### src/design/alee_pkg.sv
// Shared constants, codes and command/status types for the array list edit engine.
package alee_pkg;

  localparam int DEPTH   = 1024;
  localparam int AW      = $clog2(DEPTH);
  localparam int CW      = $clog2(DEPTH + 1);
  localparam int DATA_W  = 32;
  localparam int ACT_W   = 5;
  localparam int POS_W   = 12;
  localparam int AMT_W   = 16;
  localparam int STAT_W  = 3;
  localparam int FOUND_W = 10;
  localparam int COUNT_W = 11;
  localparam int CMP_W   = 18;
  localparam int SW      = CW + 2;
  localparam int MOD_W   = CW + 1;
  localparam int BIT_W   = $clog2(AMT_W);

  typedef enum logic [ACT_W-1:0] {
    ACT_SET_LEN    = 5'd0,
    ACT_WRITE      = 5'd1,
    ACT_FILL_SAME  = 5'd2,
    ACT_FILL_SEQ   = 5'd3,
    ACT_DEL_IDX    = 5'd4,
    ACT_DEL_VAL    = 5'd5,
    ACT_DEL_RANGE  = 5'd6,
    ACT_INS_IDX    = 5'd7,
    ACT_INS_SORTED = 5'd8,
    ACT_READ       = 5'd9,
    ACT_MAX        = 5'd10,
    ACT_MIN        = 5'd11,
    ACT_LIN_SEARCH = 5'd12,
    ACT_BIN_SEARCH = 5'd13,
    ACT_IS_ASC     = 5'd14,
    ACT_IS_DESC    = 5'd15,
    ACT_ALL_EQ     = 5'd16,
    ACT_SORT       = 5'd17,
    ACT_REVERSE    = 5'd18,
    ACT_ROT_LEFT   = 5'd19,
    ACT_ROT_RIGHT  = 5'd20,
    ACT_NOP        = 5'd21
  } action_t;

  typedef enum logic [STAT_W-1:0] {
    ST_OK      = 3'd0,
    ST_BOUNDS  = 3'd1,
    ST_FULL    = 3'd2,
    ST_EMPTY   = 3'd3,
    ST_MISSING = 3'd4
  } status_t;

  typedef enum logic [5:0] {
    OP_NONE, OP_LATCH, OP_CLR, OP_SETLEN, OP_STATUS, OP_WRITE, OP_RD_POS, OP_ELEM_RD,
    OP_FILL_INIT, OP_FILL_STEP, OP_COPY_INIT, OP_RD_I, OP_COPY_WR, OP_COPY_END,
    OP_SCAN_INIT, OP_INC_I, OP_SHIFT_INIT, OP_RD_IM1, OP_SHIFT_WR, OP_INS_WR,
    OP_ACC_LOAD, OP_ACC_UPD, OP_FOUND, OP_BS_INIT, OP_RD_MID, OP_BS_UPD,
    OP_ORD_NEXT, OP_PRED_SET, OP_SORT_INIT, OP_SORT_T, OP_RD_JM1, OP_SORT_MOVE,
    OP_SORT_PUT, OP_SEG_ALL, OP_SEG_LO, OP_SEG_HI, OP_REV_T, OP_REV_W1, OP_REV_W2,
    OP_MOD_INIT, OP_MOD_STEP, OP_K_SET, OP_EMIT
  } dp_op_t;

  typedef struct packed {
    dp_op_t  op;
    status_t code;
  } dp_cmd_t;

  typedef struct packed {
    action_t act;
    logic    pos_lt_n;
    logic    pos_le_n;
    logic    range_ok;
    logic    full;
    logic    empty;
    logic    n_lt2;
    logic    i_lt_n;
    logic    i_gt_p;
    logic    j_gt0;
    logic    rd_lt_val;
    logic    rd_eq_val;
    logic    t_lt_rd;
    logic    ord_bad;
    logic    lo_le_hi;
    logic    rev_more;
    logic    mod_last;
    logic    clr_last;
    logic    out_free;
  } dp_stat_t;

  typedef enum logic [5:0] {
    S_CLEAR, S_IDLE, S_DISPATCH, S_READ_WAIT, S_FILL, S_COPY_RD, S_COPY_WR,
    S_SCAN_RD, S_SCAN_CHK, S_SHIFT_RD, S_SHIFT_WR, S_MM_RD0, S_MM_LOAD, S_MM_RD,
    S_MM_UPD, S_LS_RD, S_LS_CHK, S_BS_RD, S_BS_CHK, S_ORD_RD0, S_ORD_LOAD, S_ORD_RD,
    S_ORD_CHK, S_SORT_RD, S_SORT_T, S_SORT_RDJ, S_SORT_CHK, S_MOD, S_KSET, S_SEG,
    S_REV_RD, S_REV_T, S_REV_W1, S_REV_W2, S_DONE
  } state_t;

  typedef enum logic [1:0] {
    SEG_ALL,
    SEG_LO,
    SEG_HI
  } seg_t;

endpackage

### src/design/alee_ctrl.sv
// Controller state machine: sequences datapath operations for each request.
module alee_ctrl
  import alee_pkg::*;
(
  input  logic     clk,
  input  logic     rst,
  input  logic     in_valid,
  output logic     in_ready,
  input  dp_stat_t st,
  output dp_cmd_t  cmd
);

  state_t state, state_next;
  seg_t   seg, seg_next;

  always_ff @(posedge clk) begin
    if (rst) begin
      state <= S_CLEAR;
      seg   <= SEG_ALL;
    end else begin
      state <= state_next;
      seg   <= seg_next;
    end
  end

  assign in_ready = (state == S_IDLE);

  // next state
  always_comb begin
    state_next = state;
    seg_next   = seg;
    case (state)
      S_CLEAR:     if (st.clr_last) state_next = S_IDLE;
      S_IDLE:      if (in_valid) state_next = S_DISPATCH;
      S_DISPATCH: begin
        state_next = S_DONE;
        case (st.act)
          ACT_READ:      if (st.pos_lt_n) state_next = S_READ_WAIT;
          ACT_FILL_SAME,
          ACT_FILL_SEQ:  state_next = S_FILL;
          ACT_DEL_IDX:   if (st.pos_lt_n) state_next = S_COPY_RD;
          ACT_DEL_VAL:   state_next = S_COPY_RD;
          ACT_DEL_RANGE: if (st.range_ok) state_next = S_COPY_RD;
          ACT_INS_IDX:   if (st.pos_le_n && !st.full) state_next = S_SHIFT_RD;
          ACT_INS_SORTED: if (!st.full) state_next = S_SCAN_RD;
          ACT_MAX,
          ACT_MIN:       if (!st.empty) state_next = S_MM_RD0;
          ACT_LIN_SEARCH: state_next = S_LS_RD;
          ACT_BIN_SEARCH: state_next = S_BS_RD;
          ACT_IS_ASC,
          ACT_IS_DESC,
          ACT_ALL_EQ:    if (!st.n_lt2) state_next = S_ORD_RD0;
          ACT_SORT:      state_next = S_SORT_RD;
          ACT_REVERSE: begin
            state_next = S_SEG;
            seg_next   = SEG_ALL;
          end
          ACT_ROT_LEFT,
          ACT_ROT_RIGHT: if (!st.empty) state_next = S_MOD;
          default:       state_next = S_DONE;
        endcase
      end
      S_READ_WAIT: state_next = S_DONE;
      S_FILL:      if (!st.i_lt_n) state_next = S_DONE;
      S_COPY_RD:   state_next = st.i_lt_n ? S_COPY_WR : S_DONE;
      S_COPY_WR:   state_next = S_COPY_RD;
      S_SCAN_RD:   state_next = st.i_lt_n ? S_SCAN_CHK : S_SHIFT_RD;
      S_SCAN_CHK:  state_next = st.rd_lt_val ? S_SCAN_RD : S_SHIFT_RD;
      S_SHIFT_RD:  state_next = st.i_gt_p ? S_SHIFT_WR : S_DONE;
      S_SHIFT_WR:  state_next = S_SHIFT_RD;
      S_MM_RD0:    state_next = S_MM_LOAD;
      S_MM_LOAD:   state_next = S_MM_RD;
      S_MM_RD:     state_next = st.i_lt_n ? S_MM_UPD : S_DONE;
      S_MM_UPD:    state_next = S_MM_RD;
      S_LS_RD:     state_next = st.i_lt_n ? S_LS_CHK : S_DONE;
      S_LS_CHK:    state_next = st.rd_eq_val ? S_DONE : S_LS_RD;
      S_BS_RD:     state_next = st.lo_le_hi ? S_BS_CHK : S_DONE;
      S_BS_CHK:    state_next = st.rd_eq_val ? S_DONE : S_BS_RD;
      S_ORD_RD0:   state_next = S_ORD_LOAD;
      S_ORD_LOAD:  state_next = S_ORD_RD;
      S_ORD_RD:    state_next = st.i_lt_n ? S_ORD_CHK : S_DONE;
      S_ORD_CHK:   state_next = st.ord_bad ? S_DONE : S_ORD_RD;
      S_SORT_RD:   state_next = st.i_lt_n ? S_SORT_T : S_DONE;
      S_SORT_T:    state_next = S_SORT_RDJ;
      S_SORT_RDJ:  state_next = st.j_gt0 ? S_SORT_CHK : S_SORT_RD;
      S_SORT_CHK:  state_next = st.t_lt_rd ? S_SORT_RDJ : S_SORT_RD;
      S_MOD:       if (st.mod_last) state_next = S_KSET;
      S_KSET: begin
        state_next = S_SEG;
        seg_next   = SEG_LO;
      end
      S_SEG:       state_next = S_REV_RD;
      S_REV_RD: begin
        if (st.rev_more) begin
          state_next = S_REV_T;
        end else begin
          case (seg)
            SEG_LO: begin
              state_next = S_SEG;
              seg_next   = SEG_HI;
            end
            SEG_HI: begin
              state_next = S_SEG;
              seg_next   = SEG_ALL;
            end
            default: state_next = S_DONE;
          endcase
        end
      end
      S_REV_T:     state_next = S_REV_W1;
      S_REV_W1:    state_next = S_REV_W2;
      S_REV_W2:    state_next = S_REV_RD;
      S_DONE:      if (st.out_free) state_next = S_IDLE;
      default:     state_next = S_IDLE;
    endcase
  end

  // datapath command
  always_comb begin
    cmd.op   = OP_NONE;
    cmd.code = ST_OK;
    case (state)
      S_CLEAR: cmd.op = OP_CLR;
      S_IDLE:  if (in_valid) cmd.op = OP_LATCH;
      S_DISPATCH: begin
        case (st.act)
          ACT_SET_LEN: cmd.op = OP_SETLEN;
          ACT_WRITE: begin
            cmd.op   = st.pos_lt_n ? OP_WRITE : OP_STATUS;
            cmd.code = ST_BOUNDS;
          end
          ACT_READ: begin
            cmd.op   = st.pos_lt_n ? OP_RD_POS : OP_STATUS;
            cmd.code = ST_BOUNDS;
          end
          ACT_FILL_SAME,
          ACT_FILL_SEQ: cmd.op = OP_FILL_INIT;
          ACT_DEL_IDX: begin
            cmd.op   = st.pos_lt_n ? OP_COPY_INIT : OP_STATUS;
            cmd.code = ST_BOUNDS;
          end
          ACT_DEL_VAL: cmd.op = OP_COPY_INIT;
          ACT_DEL_RANGE: begin
            cmd.op   = st.range_ok ? OP_COPY_INIT : OP_STATUS;
            cmd.code = ST_BOUNDS;
          end
          ACT_INS_IDX: begin
            if (!st.pos_le_n) begin
              cmd.op   = OP_STATUS;
              cmd.code = ST_BOUNDS;
            end else if (st.full) begin
              cmd.op   = OP_STATUS;
              cmd.code = ST_FULL;
            end else begin
              cmd.op = OP_SHIFT_INIT;
            end
          end
          ACT_INS_SORTED: begin
            cmd.op   = st.full ? OP_STATUS : OP_SCAN_INIT;
            cmd.code = ST_FULL;
          end
          ACT_MAX,
          ACT_MIN: begin
            cmd.op   = st.empty ? OP_STATUS : OP_SCAN_INIT;
            cmd.code = ST_EMPTY;
          end
          ACT_LIN_SEARCH: cmd.op = OP_SCAN_INIT;
          ACT_BIN_SEARCH: cmd.op = OP_BS_INIT;
          ACT_IS_ASC,
          ACT_IS_DESC,
          ACT_ALL_EQ: cmd.op = st.n_lt2 ? OP_PRED_SET : OP_SCAN_INIT;
          ACT_SORT: cmd.op = OP_SORT_INIT;
          ACT_ROT_LEFT,
          ACT_ROT_RIGHT: if (!st.empty) cmd.op = OP_MOD_INIT;
          default: cmd.op = OP_NONE;
        endcase
      end
      S_READ_WAIT: cmd.op = OP_ELEM_RD;
      S_FILL:      if (st.i_lt_n) cmd.op = OP_FILL_STEP;
      S_COPY_RD:   cmd.op = st.i_lt_n ? OP_RD_I : OP_COPY_END;
      S_COPY_WR:   cmd.op = OP_COPY_WR;
      S_SCAN_RD:   cmd.op = st.i_lt_n ? OP_RD_I : OP_SHIFT_INIT;
      S_SCAN_CHK:  cmd.op = st.rd_lt_val ? OP_INC_I : OP_SHIFT_INIT;
      S_SHIFT_RD:  cmd.op = st.i_gt_p ? OP_RD_IM1 : OP_INS_WR;
      S_SHIFT_WR:  cmd.op = OP_SHIFT_WR;
      S_MM_RD0:    cmd.op = OP_RD_I;
      S_MM_LOAD:   cmd.op = OP_ACC_LOAD;
      S_MM_RD:     if (st.i_lt_n) cmd.op = OP_RD_I;
      S_MM_UPD:    cmd.op = OP_ACC_UPD;
      S_LS_RD: begin
        cmd.op   = st.i_lt_n ? OP_RD_I : OP_STATUS;
        cmd.code = ST_MISSING;
      end
      S_LS_CHK:    cmd.op = st.rd_eq_val ? OP_FOUND : OP_INC_I;
      S_BS_RD: begin
        cmd.op   = st.lo_le_hi ? OP_RD_MID : OP_STATUS;
        cmd.code = ST_MISSING;
      end
      S_BS_CHK:    cmd.op = st.rd_eq_val ? OP_FOUND : OP_BS_UPD;
      S_ORD_RD0:   cmd.op = OP_RD_I;
      S_ORD_LOAD:  cmd.op = OP_ORD_NEXT;
      S_ORD_RD:    cmd.op = st.i_lt_n ? OP_RD_I : OP_PRED_SET;
      S_ORD_CHK:   if (!st.ord_bad) cmd.op = OP_ORD_NEXT;
      S_SORT_RD:   if (st.i_lt_n) cmd.op = OP_RD_I;
      S_SORT_T:    cmd.op = OP_SORT_T;
      S_SORT_RDJ:  cmd.op = st.j_gt0 ? OP_RD_JM1 : OP_SORT_PUT;
      S_SORT_CHK:  cmd.op = st.t_lt_rd ? OP_SORT_MOVE : OP_SORT_PUT;
      S_MOD:       cmd.op = OP_MOD_STEP;
      S_KSET:      cmd.op = OP_K_SET;
      S_SEG: begin
        case (seg)
          SEG_LO:  cmd.op = OP_SEG_LO;
          SEG_HI:  cmd.op = OP_SEG_HI;
          default: cmd.op = OP_SEG_ALL;
        endcase
      end
      S_REV_RD:    if (st.rev_more) cmd.op = OP_RD_I;
      S_REV_T:     cmd.op = OP_REV_T;
      S_REV_W1:    cmd.op = OP_REV_W1;
      S_REV_W2:    cmd.op = OP_REV_W2;
      S_DONE:      if (st.out_free) cmd.op = OP_EMIT;
      default:     cmd.op = OP_NONE;
    endcase
  end

endmodule

### config.mk
export PLATFORM = sky130hd
export DESIGN_NAME = alee_ctrl
export DESIGN_NICKNAME = d
export VERILOG_FILES = /design/src/design/alee_pkg.sv /design/src/design/alee_ctrl.sv
export SDC_FILE = /design/constraint.sdc
export NUM_CORES = 1
export LEC_CHECK = 0
export ABC_AREA = 1
export BUFFER_PORTS_ARGS = -buffer_cell sky130_fd_sc_hd__buf_4
export CAP_MARGIN = 20
export CORE_MARGIN = 1.5
export CORE_UTILIZATION = 50
export CTS_CLUSTER_SIZE = 14
export DETAILED_ROUTE_END_ITERATION = 8
export PLACE_DENSITY = 0.81
export SYNTH_ARGS = -nofsm -noshare
export SYNTH_HDL_FRONTEND = slang
export SYNTH_SLANG_ARGS = --single-unit
### constraint.sdc
create_clock -name clk -period 2 [get_ports clk]
set_clock_uncertainty 0.2 [all_clocks]
set_input_delay 0.1 -clock clk [delete_from_list [all_inputs] [get_ports clk]]
set_output_delay 0.1 -clock clk [all_outputs]
set_load 0.01 [all_outputs]
==> impl_metrics.py, run 1 <==
metrics = {
    "grt": {
        "grt_max_degree": 12,
        "grt_pass1_vias": 3252,
        "grt_remaining_overflow": 0,
        "track_usage_pct": 47.0,
        "antenna_found_initial": 0,
        "grt_pass1_wl_um": 16300,
    },
    "logic_synthesis": {
        "synth_largest_area_cell": "nand2_1",
        "synth_seq_cells": 8,
        "syn_nets": 443,
        "synthFlopType": "dfxtp_1",
        "ys_seq_area_share_pct": 7.39,
        "syn_area_um2": 2170,
        "netlist_instances": 415,
        "synth_common_cells": "nand2_1, nor2_1, nand3_1",
        "synth_edf_count": 0,
        "avgSynthCellArea_um2": 5.22,
        "synth_area_leaders": "nand2_1, nand3_1, nor2_1",
        "yosysTopAreaCellShare_pct": 18.7,
        "synth_cell_types": 41,
        "ys_warn_count": 0,
        "synth_most_common_cell": "nand2_1",
        "async_flop_share_pct": 0,
    },
    "routing": {
        "route.detailed.drc": 168,
        "routed_wl_um": 12300,
        "wl_per_cell_um": 22.1,
        "drt_iter0_drc": 1156,
        "drt-vias-per-instance": 6.86,
        "firstDrtPassIters": 9,
        "final_antenna_net_count": 0,
        "num_vias": 3816,
    },
    "cts": {
        "cts_buffer_depth": 2,
        "h-tree-depth": 1,
        "clockRootBuffer": "clkbuf_8",
        "clock_sinks": 8,
        "insertion_delay_ps": 270,
        "cts_tree": "built",
        "cts_buffers": 3,
        "clkSlewWorstSetupHoldPaths_ps": 70,
    },
    "layout": {
        "fill_cells": 265,
        "instances_no_fill": 556,
        "regArea_um2": 178,
        "n_antenna_cell": 0,
        "multi_input_area_um2": 2080,
        "syn_to_final_growth_pct": 54.9,
        "final_layout_size_suffix_gt1_share_pct": 41.9,
        "final_nets": 536,
    },
    "floorplanning": {
        "dieArea_um2": 4740,
        "start_util_pct": 53.0,
        "rows": 23,
        "die_h_um": 68.8,
        "die_x_um": 68.8,
        "core_um2": 4090,
        "io_pins": 36,
    },
    "setup_path": {
        "cp_cell_sequence": "inv_4, nor2_4, nand3_1, nor2_4, nor2_4, nand4_1, nor3_2, nand3_1, buf_4",
        "cp_slowest_cell": "dfxtp_4",
        "worstSetupPathType": "flop to primary output",
        "worst_path_most_repeated_cell": "nor2_4",
        "worstPathRequired_ps": 1700,
        "path_max_fanout": 7,
        "reg2reg_depth": 10,
        "worst-endpoint-arrival_ps": 1960,
        "start_kind": "flop",
        "cp_slowest_stage_delay_ps": 410,
        "cp-end-kind": "primary output",
    },
    "placed_design": {
        "gp_congestion": 1.07,
        "io_buffers": 35,
        "dp_hpwl_um": 7470,
        "dp.cells": 532,
    },
    "hold_path": {
        "worstHoldPathType": "input pin to flop",
        "min_path_cells": 4,
    },
    "run": {
        "cap_violations": 0,
    },
    "sta": {
        "hold_slack_ps": -13.4,
        "period_share_pct": 113,
        "rsz0062_at_grt": "yes",
        "max_freq_mhz": 443,
        "setup_viol": 16,
        "tns_ps": -2390,
        "tightestPinTransition_ps": 394,
        "post-route-min-period_ps": 2260,
        "slew_violations": 0,
        "fin_ws_ps": -259,
        "maxSlewHeadroom_pct": 73.5,
        "finalHoldViolCount": 1,
    },
    "status": {
        "run_status": "complete, but fails checks",
        "violations": "design-rule violations, negative hold slack, negative setup slack",
    },
    "pwr": {
        "pwr_density_cell_nw_per_um2": 777,
        "peakVddDrop_v": 0.000656,
        "p_leak_nw": 1.84,
        "p_total_mw": 2.61,
    },
}
## metal layers
| metal | up-vias | share of wire, % | wire [um] | global-route usage (%) |
|---|---|---|---|---|
| li1 | 1563 | - | - | - |
| met3 | 217 | 15 | 1870 | 16.1 |
| met5 | - | 0 | 0 | 10.0 |
| met2 | 423 | 41 | 5080 | 77.9 |
| met1 | 1613 | 30 | 3720 | 51.1 |
| met4 | 0 | 13 | 1600 | 27.5 |
## logic make-up after synthesis
family                     Yosys count  share of synthesized area [%]
and+or+nand+nor                    298                           66.5
DFF                                  8                           7.39
buffers and inverters               65                           12.6
adders and majority gates            2                           1.15
AOI/OAI and AO/OA                   42                           12.3
## metrics by stage
step / utilization [%] / setup WS [ps] / instance area (um^2)
after global placement: 66.7 / -166 / 2730
after detailed placement: 66.7 / -107 / 2730
final: 82.1 / -259 / 3360
after floorplan: - / 337 / 2170
after CTS: 73.5 / -79.5 / 3000
after global routing: 82.1 / -431 / 3360
## registers in the layout, indices dropped and copies added (netlist names)
name,flops
state,6
seg,2
## what timing repair did
item,CTS,global route
hold buffers,1,0
gates resized for setup,43,67
endpoints found under the hold margin,5,0
setup endpoints to repair,13,16
pin swaps,9,24
buffers inserted,8,12
## worst max-delay path, delay by kind of cell (launching register included)
family / cells / cell delay (ps)
simple gates: 7 / 1080
flops: 1 / 410
buf+inv: 2 / 200
## final cells by class
cell class | instances | area share, %
clock buffer | 3 | 1.23
timing repair buffer | 94 | 22.6
sequential | 8 | 5.29
inverter | 59 | 7.19
multi-input combinational | 342 | 61.8
tap | 50 | 1.86
## power breakdown
| part | switching (mW) | internal, mW | leakage, nW |
|---|---|---|---|
| clock | 0.107 | 0.133 | 0.0216 |
| combinational | 1.27 | 0.826 | 1.75 |
| sequential | 0.0655 | 0.205 | 0.0689 |
| total | 1.45 | 1.16 | 1.84 |
## cell usage in the layout, fill, tap and decap left out, types with 2 or more instances in the layout
cell	instances
dfxtp_4	4
o2111ai_2	4
nor2_2	12
inv_1	42
a21oi_2	5
nand3_4	3
nand4_1	15
dfxtp_1	2
inv_2	9
inv_4	8
buf_6	10
nor2_4	13
o21ai_1	3
nor4_1	2
dfxtp_2	2
nor4_4	2
nand3_1	46
a21oi_1	6
buf_4	82
nand2_4	9
nand2_1	88
o211ai_1	2
nand2_2	20
and3_1	2
clkbuf_8	3
ha_1	2
o21ai_0	11
o21ai_4	3
nand3_2	13
a31oi_1	3
nor2_1	61
nor3_2	2
## worst paths after layout
check / slack, ps / to / from
max: -260 / cmd[6] / state[1]
min: -10 / state[5] / st[0]
max reg2reg: -150 / state[5] / state[2]
min reg2reg: 320 / seg[1] / seg[1]
Note: power is estimated with default switching activity, not from simulation.
==> run 2: changes to the inputs <==
--- a/config.mk
+++ b/config.mk
@@ -9,10 +9,10 @@
 export BUFFER_PORTS_ARGS = -buffer_cell sky130_fd_sc_hd__buf_4
 export CAP_MARGIN = 20
 export CORE_MARGIN = 1.5
-export CORE_UTILIZATION = 50
+export CORE_UTILIZATION = 40
 export CTS_CLUSTER_SIZE = 14
 export DETAILED_ROUTE_END_ITERATION = 8
-export PLACE_DENSITY = 0.81
+export PLACE_DENSITY = 0.69
 export SYNTH_ARGS = -nofsm -noshare
 export SYNTH_HDL_FRONTEND = slang
 export SYNTH_SLANG_ARGS = --single-unit
==> impl_metrics.py, run 2 (same netlist as run 1, synthesis figures left out) <==
metrics = {
    "status": {
        "run_status": "complete, but fails checks",
        "violations": "negative setup slack",
    },
    "cts": {
        "insertion_delay_ps": 230,
        "cts_tree": "built",
        "clockRootBuffer": "clkbuf_8",
        "clkSlewWorstSetupHoldPaths_ps": 50,
        "cts_buffers": 3,
        "cts_buffer_depth": 2,
        "clock_sinks": 8,
        "h-tree-depth": 1,
    },
    "layout": {
        "layout_commonest_cell": "buf_4",
        "fin_util_pct": 68.9,
        "top_regs": "state (6), seg (2)",
        "largest_register": "state",
        "fin_area_um2": 3570,
        "n_antenna_cell": 0,
        "syn_to_final_growth_pct": 64.5,
        "fill_cells": 445,
        "largest_reg_flops": 6,
        "final_cell_mix": "buf_4, nand2_1, nor2_1",
        "final_nets": 556,
        "instances_no_fill": 596,
        "final_layout_size_suffix_gt1_share_pct": 41.6,
    },
    "floorplanning": {
        "die_h_um": 76.6,
        "io_pins": 36,
        "die_x_um": 76.6,
        "start_util_pct": 41.9,
        "rows": 26,
        "dieArea_um2": 5870,
        "core_um2": 5170,
    },
    "routing": {
        "drt-vias-per-instance": 5.75,
        "route.detailed.drc": 0,
        "num_vias": 3429,
        "drt_iter0_drc": 416,
        "routed_wl_um": 10100,
        "firstDrtPassIters": 5,
        "final_antenna_net_count": 0,
        "wl_per_cell_um": 17.0,
    },
    "pwr": {
        "pwr_density_cell_nw_per_um2": 710,
        "p_total_mw": 2.53,
        "p_leak_nw": 1.92,
        "peakVddDrop_v": 0.000755,
    },
    "setup_path": {
        "cp_slowest_cell": "dfxtp_4",
        "worstSetupPathType": "flop to primary output",
        "path_max_fanout": 5,
        "worst-endpoint-arrival_ps": 1850,
        "cpLargestDelayFamily": "simple AND/OR/NAND/NOR gates",
        "cp_slowest_stage_delay_ps": 380,
        "cp_cell_sequence": "inv_2, nor2_2, buf_6, buf_4, nand3_1, nand3_1, nor4_2, nand3_1, buf_4",
        "start_kind": "flop",
        "path_buf_inv": 4,
        "worstPathRequired_ps": 1700,
        "cp-end-kind": "primary output",
        "worst_path_most_repeated_cell": "nand3_1",
    },
    "run": {
        "cap_violations": 0,
    },
    "placed_design": {
        "gp_congestion": 1.02,
        "io_buffers": 35,
        "dp_hpwl_um": 7780,
        "dpl_worst_slack_ps": -53.2,
        "placed_area_um2": 2950,
        "dp.cells": 575,
    },
    "sta": {
        "hold_slack_ps": 134,
        "post-route-min-period_ps": 2150,
        "max_freq_mhz": 466,
        "tns_ps": -848,
        "tightestPinTransition_ps": 430,
        "finalHoldViolCount": 0,
        "period_share_pct": 107,
        "fin_ws_ps": -147,
        "slew_violations": 0,
        "setup_viol": 11,
        "rsz0062_at_grt": "yes",
        "maxSlewHeadroom_pct": 71.3,
    },
    "hold_path": {
        "worstHoldPathType": "input pin to flop",
    },
    "grt": {
        "grt_pass1_vias": 3213,
        "grt_pass1_wl_um": 15800,
        "antenna_found_initial": 0,
        "track_usage_pct": 33.5,
        "grt_max_degree": 10,
        "grt_remaining_overflow": 0,
    },
}
## run 2: area by class of cell
class	instances	area [um^2]	area share [%]
multi-input cells	343	2090	58.5
repair buffers	113	927	26.0
inverters	59	244	6.84
flip-flops and latches	8	180	5.05
well taps	70	87.6	2.46
clock buffers	3	41.3	1.16
## run 2: per-layer routing
metal / routed length, um / up-vias / share of wire [%] / GRT usage [%]
met5: 0 / - / 0 / 0
met3: 908 / 60 / 9.0 / 4.67
met2: 4680 / 252 / 46 / 57.9
met4: 612 / 0 / 6.1 / 15.7
met1: 3910 / 1516 / 39 / 40.8
li1: - / 1601 / - / -
## run 2: worst register-to-register path: cells and delay by family, from the launching register on
kind	cells	cell delay [ps]
AOI/OAI and AO/OA	3	340
buffers and inverters	4	500
DFF	1	320
and+or+nand+nor	4	600
## run 2: worst paths after layout
kind | from | endpoint | slack, ps | cells after the start
worst max-delay path | state[3] | cmd[7] | -150 | 9
worst min-delay path | st[11] | state[2] | 130 | 4
worst max register to register | state[0] | seg[1] | -50 | 11
worst min register to register | seg[1] | seg[1] | 290 | 2
## run 2: timing repair
item                       in CTS  in global routing
setup buffers                  12                  6
pin swaps                      15                 26
gates resized for setup        67                 40
hold buffers                    2                  0
hold endpoints to repair        5                  0
cloned                          1                  0
setup endpoints to repair      11                 13
## run 2: power breakdown
group          leakage (nW)  internal (mW)  switching [mW]
Sequential           0.0692          0.206          0.0522
Combinational          1.83          0.867            1.21
Clock                0.0216          0.131          0.0692
==> run 3: changes to the inputs <==
--- a/config.mk
+++ b/config.mk
@@ -8,6 +8,7 @@
 export ABC_AREA = 1
 export BUFFER_PORTS_ARGS = -buffer_cell sky130_fd_sc_hd__buf_4
 export CAP_MARGIN = 20
+export CORE_ASPECT_RATIO = 1.2
 export CORE_MARGIN = 1.5
 export CORE_UTILIZATION = 40
 export CTS_CLUSTER_SIZE = 14
==> constraint.sdc (replaced) <==
create_clock -name clk -period 2.7 [get_ports clk]
set_clock_uncertainty 0.2 [all_clocks]
set_input_delay 0.135 -clock clk [delete_from_list [all_inputs] [get_ports clk]]
set_output_delay 0.135 -clock clk [all_outputs]
set_load 0.01 [all_outputs]
==> impl_metrics.py, run 3 (same netlist as run 1, synthesis figures left out) <==
metrics = {
    "routing": {
        "wl_per_cell_um": 16.5,
        "route.detailed.drc": 0,
        "drt-vias-per-instance": 5.97,
        "firstDrtPassIters": 6,
        "drt_iter0_drc": 440,
        "num_vias": 3063,
        "final_antenna_net_count": 0,
        "routed_wl_um": 8470,
    },
    "sta": {
        "hold_slack_ps": 142,
        "post-route-min-period_ps": 2670,
        "maxSlewHeadroom_pct": 64.1,
        "period_share_pct": 98.9,
        "fin_ws_ps": 30.8,
        "tightestPinTransition_ps": 538,
        "setup_viol": 0,
        "rsz0062_at_grt": "yes",
        "slew_violations": 0,
        "max_freq_mhz": 375,
        "finalHoldViolCount": 0,
    },
    "grt": {
        "antenna_found_initial": 0,
        "grt_pass1_wl_um": 13500,
        "grt_pass1_vias": 2877,
        "grt_max_degree": 18,
        "grt_remaining_overflow": 0,
        "track_usage_pct": 28.4,
    },
    "setup_path": {
        "start_kind": "flop",
        "path_max_fanout": 11,
        "worst_path_most_repeated_cell": "nand2_1",
        "cp_slowest_stage_delay_ps": 540,
        "worstSetupPathType": "flop to flop",
        "worst-endpoint-arrival_ps": 2640,
        "cp_cell_sequence": "inv_2, nor2_4, nand2_1, nor2_1, nand2_1, nor3b_1, nand2_1, nor2_1, nand2_1, nand2_1, a21oi_2, dlygate4sd3_1",
        "cp_slowest_cell": "dlygate4sd3_1",
        "worstPathRequired_ps": 2670,
        "cpLargestDelayFamily": "simple AND/OR/NAND/NOR gates",
        "cp-end-kind": "flop",
        "path_buf_inv": 2,
    },
    "placed_design": {
        "dp.cells": 508,
        "io_buffers": 35,
        "dp_hpwl_um": 6990,
        "dpl_worst_slack_ps": 303,
        "gp_congestion": 1.08,
    },
    "layout": {
        "instances_no_fill": 513,
        "largest_reg_flops": 6,
        "multi_input_area_um2": 1750,
        "fin_util_pct": 48.4,
        "fill_cells": 596,
        "n_antenna_cell": 0,
        "syn_to_final_growth_pct": 17.5,
        "layout_commonest_cell": "nand2_1",
        "final_layout_size_suffix_gt1_share_pct": 20.8,
        "final_nets": 481,
        "largest_register": "state",
        "final_cell_mix": "nand2_1, nor2_1, nand3_1",
        "regArea_um2": 160,
        "top_regs": "state (6), seg (2)",
    },
    "cts": {
        "post_cts_buffers": 0,
        "cts_buffers": 3,
        "cts_buffer_depth": 2,
        "h-tree-depth": 1,
        "cts_tree": "built",
        "clockRootBuffer": "clkbuf_8",
        "clkSlewWorstSetupHoldPaths_ps": 40,
        "clock_sinks": 8,
        "insertion_delay_ps": 230,
    },
    "floorplanning": {
        "dieArea_um2": 5870,
        "start_util_pct": 41.2,
        "core_um2": 5260,
        "io_pins": 36,
        "die_h_um": 83.6,
        "rows": 29,
        "die_x_um": 70.2,
    },
    "pwr": {
        "clkPwrFrac_pct": 10.9,
        "p_total_mw": 1.33,
        "p_sw_uw": 746,
        "peakVddDrop_v": 0.000356,
        "p_comb_share_pct": 75.9,
        "swShare_pct": 56.2,
        "p_leak_nw": 1.44,
        "intPower_uw": 582,
        "seq_power_share_pct": 13.2,
        "pwr_density_cell_nw_per_um2": 521,
    },
    "hold_path": {
        "worstHoldPathType": "input pin to flop",
    },
    "run": {
        "cap_violations": 0,
    },
    "status": {
        "run_status": "complete, no violations",
    },
}
run 3: cell count changes in the layout (fill, tap and decap cells not counted), sizes merged:
| cell | delta |
|---|---|
| buf | -74 |
| nor2 | -1 |
run 3: layout make-up:
class / instances / share of cell area, %
Clock buffer: 3 / 1.62
Inverter: 59 / 8.80
Multi-Input combinational cell: 342 / 68.6
Sequential cell: 8 / 6.29
Tap cell: 62 / 3.05
Timing Repair Buffer: 39 / 11.7
run 3: worst reg2reg max path, stage by stage, from the launching register on:
cell           delay, ps
dfxtp_1              520
inv_2                110
nor2_4               290
nand2_1              120
nor2_1               130
nand2_1              120
nor3b_1              160
nand2_1               60
nor2_1                60
nand2_1              100
nand2_1               80
a21oi_2              110
dlygate4sd3_1        540
run 3: metal layers:
metal,share of wire [%],global-route usage [%],vias to the layer above
li1,-,-,1444
met1,36,31.7,1362
met2,50,51.3,204
met3,8.2,4.47,53
met4,6.4,14.3,0
met5,0,0,-
run 3: power by group through the flow:
stage / clock (mW) / sequential [mW] / combinational (mW)
6_report: 0.145 / 0.175 / 1.01
5_1_grt: 0.156 / 0.180 / 1.09
4_1_cts: 0.148 / 0.172 / 0.974
3_5_place_dp: 0 / 0.174 / 0.965
3_3_place_gp: 0 / 0.172 / 0.971
2_1_floorplan: 0 / 0.178 / 0.667
run 3: through the flow:
stage	cell area [um^2]	setup TNS [ps]
floorplan	2170	0
global placement	2470	0
detailed placement	2470	0
CTS	2530	0
global route	2550	-89.4
finish	2550	0
run 3: timing repair:
| item | 4_1_cts | 5_1_grt |
|---|---|---|
| endpoints found under the setup margin | 0 | 6 |
| hold buffers | 2 | 0 |
| hold endpoints to repair | 5 | 0 |
| resized for setup | 0 | 3 |
run 3: path summary, 6_finish.rpt:
kind | start | to | slack, ps | cells after the start
min | st[3] | seg[1] | 140 | 4
max | state[2] | state[5] | 30 | 12
max reg2reg | state[2] | state[5] | 30 | 12
min reg2reg | seg[1] | seg[1] | 280 | 2
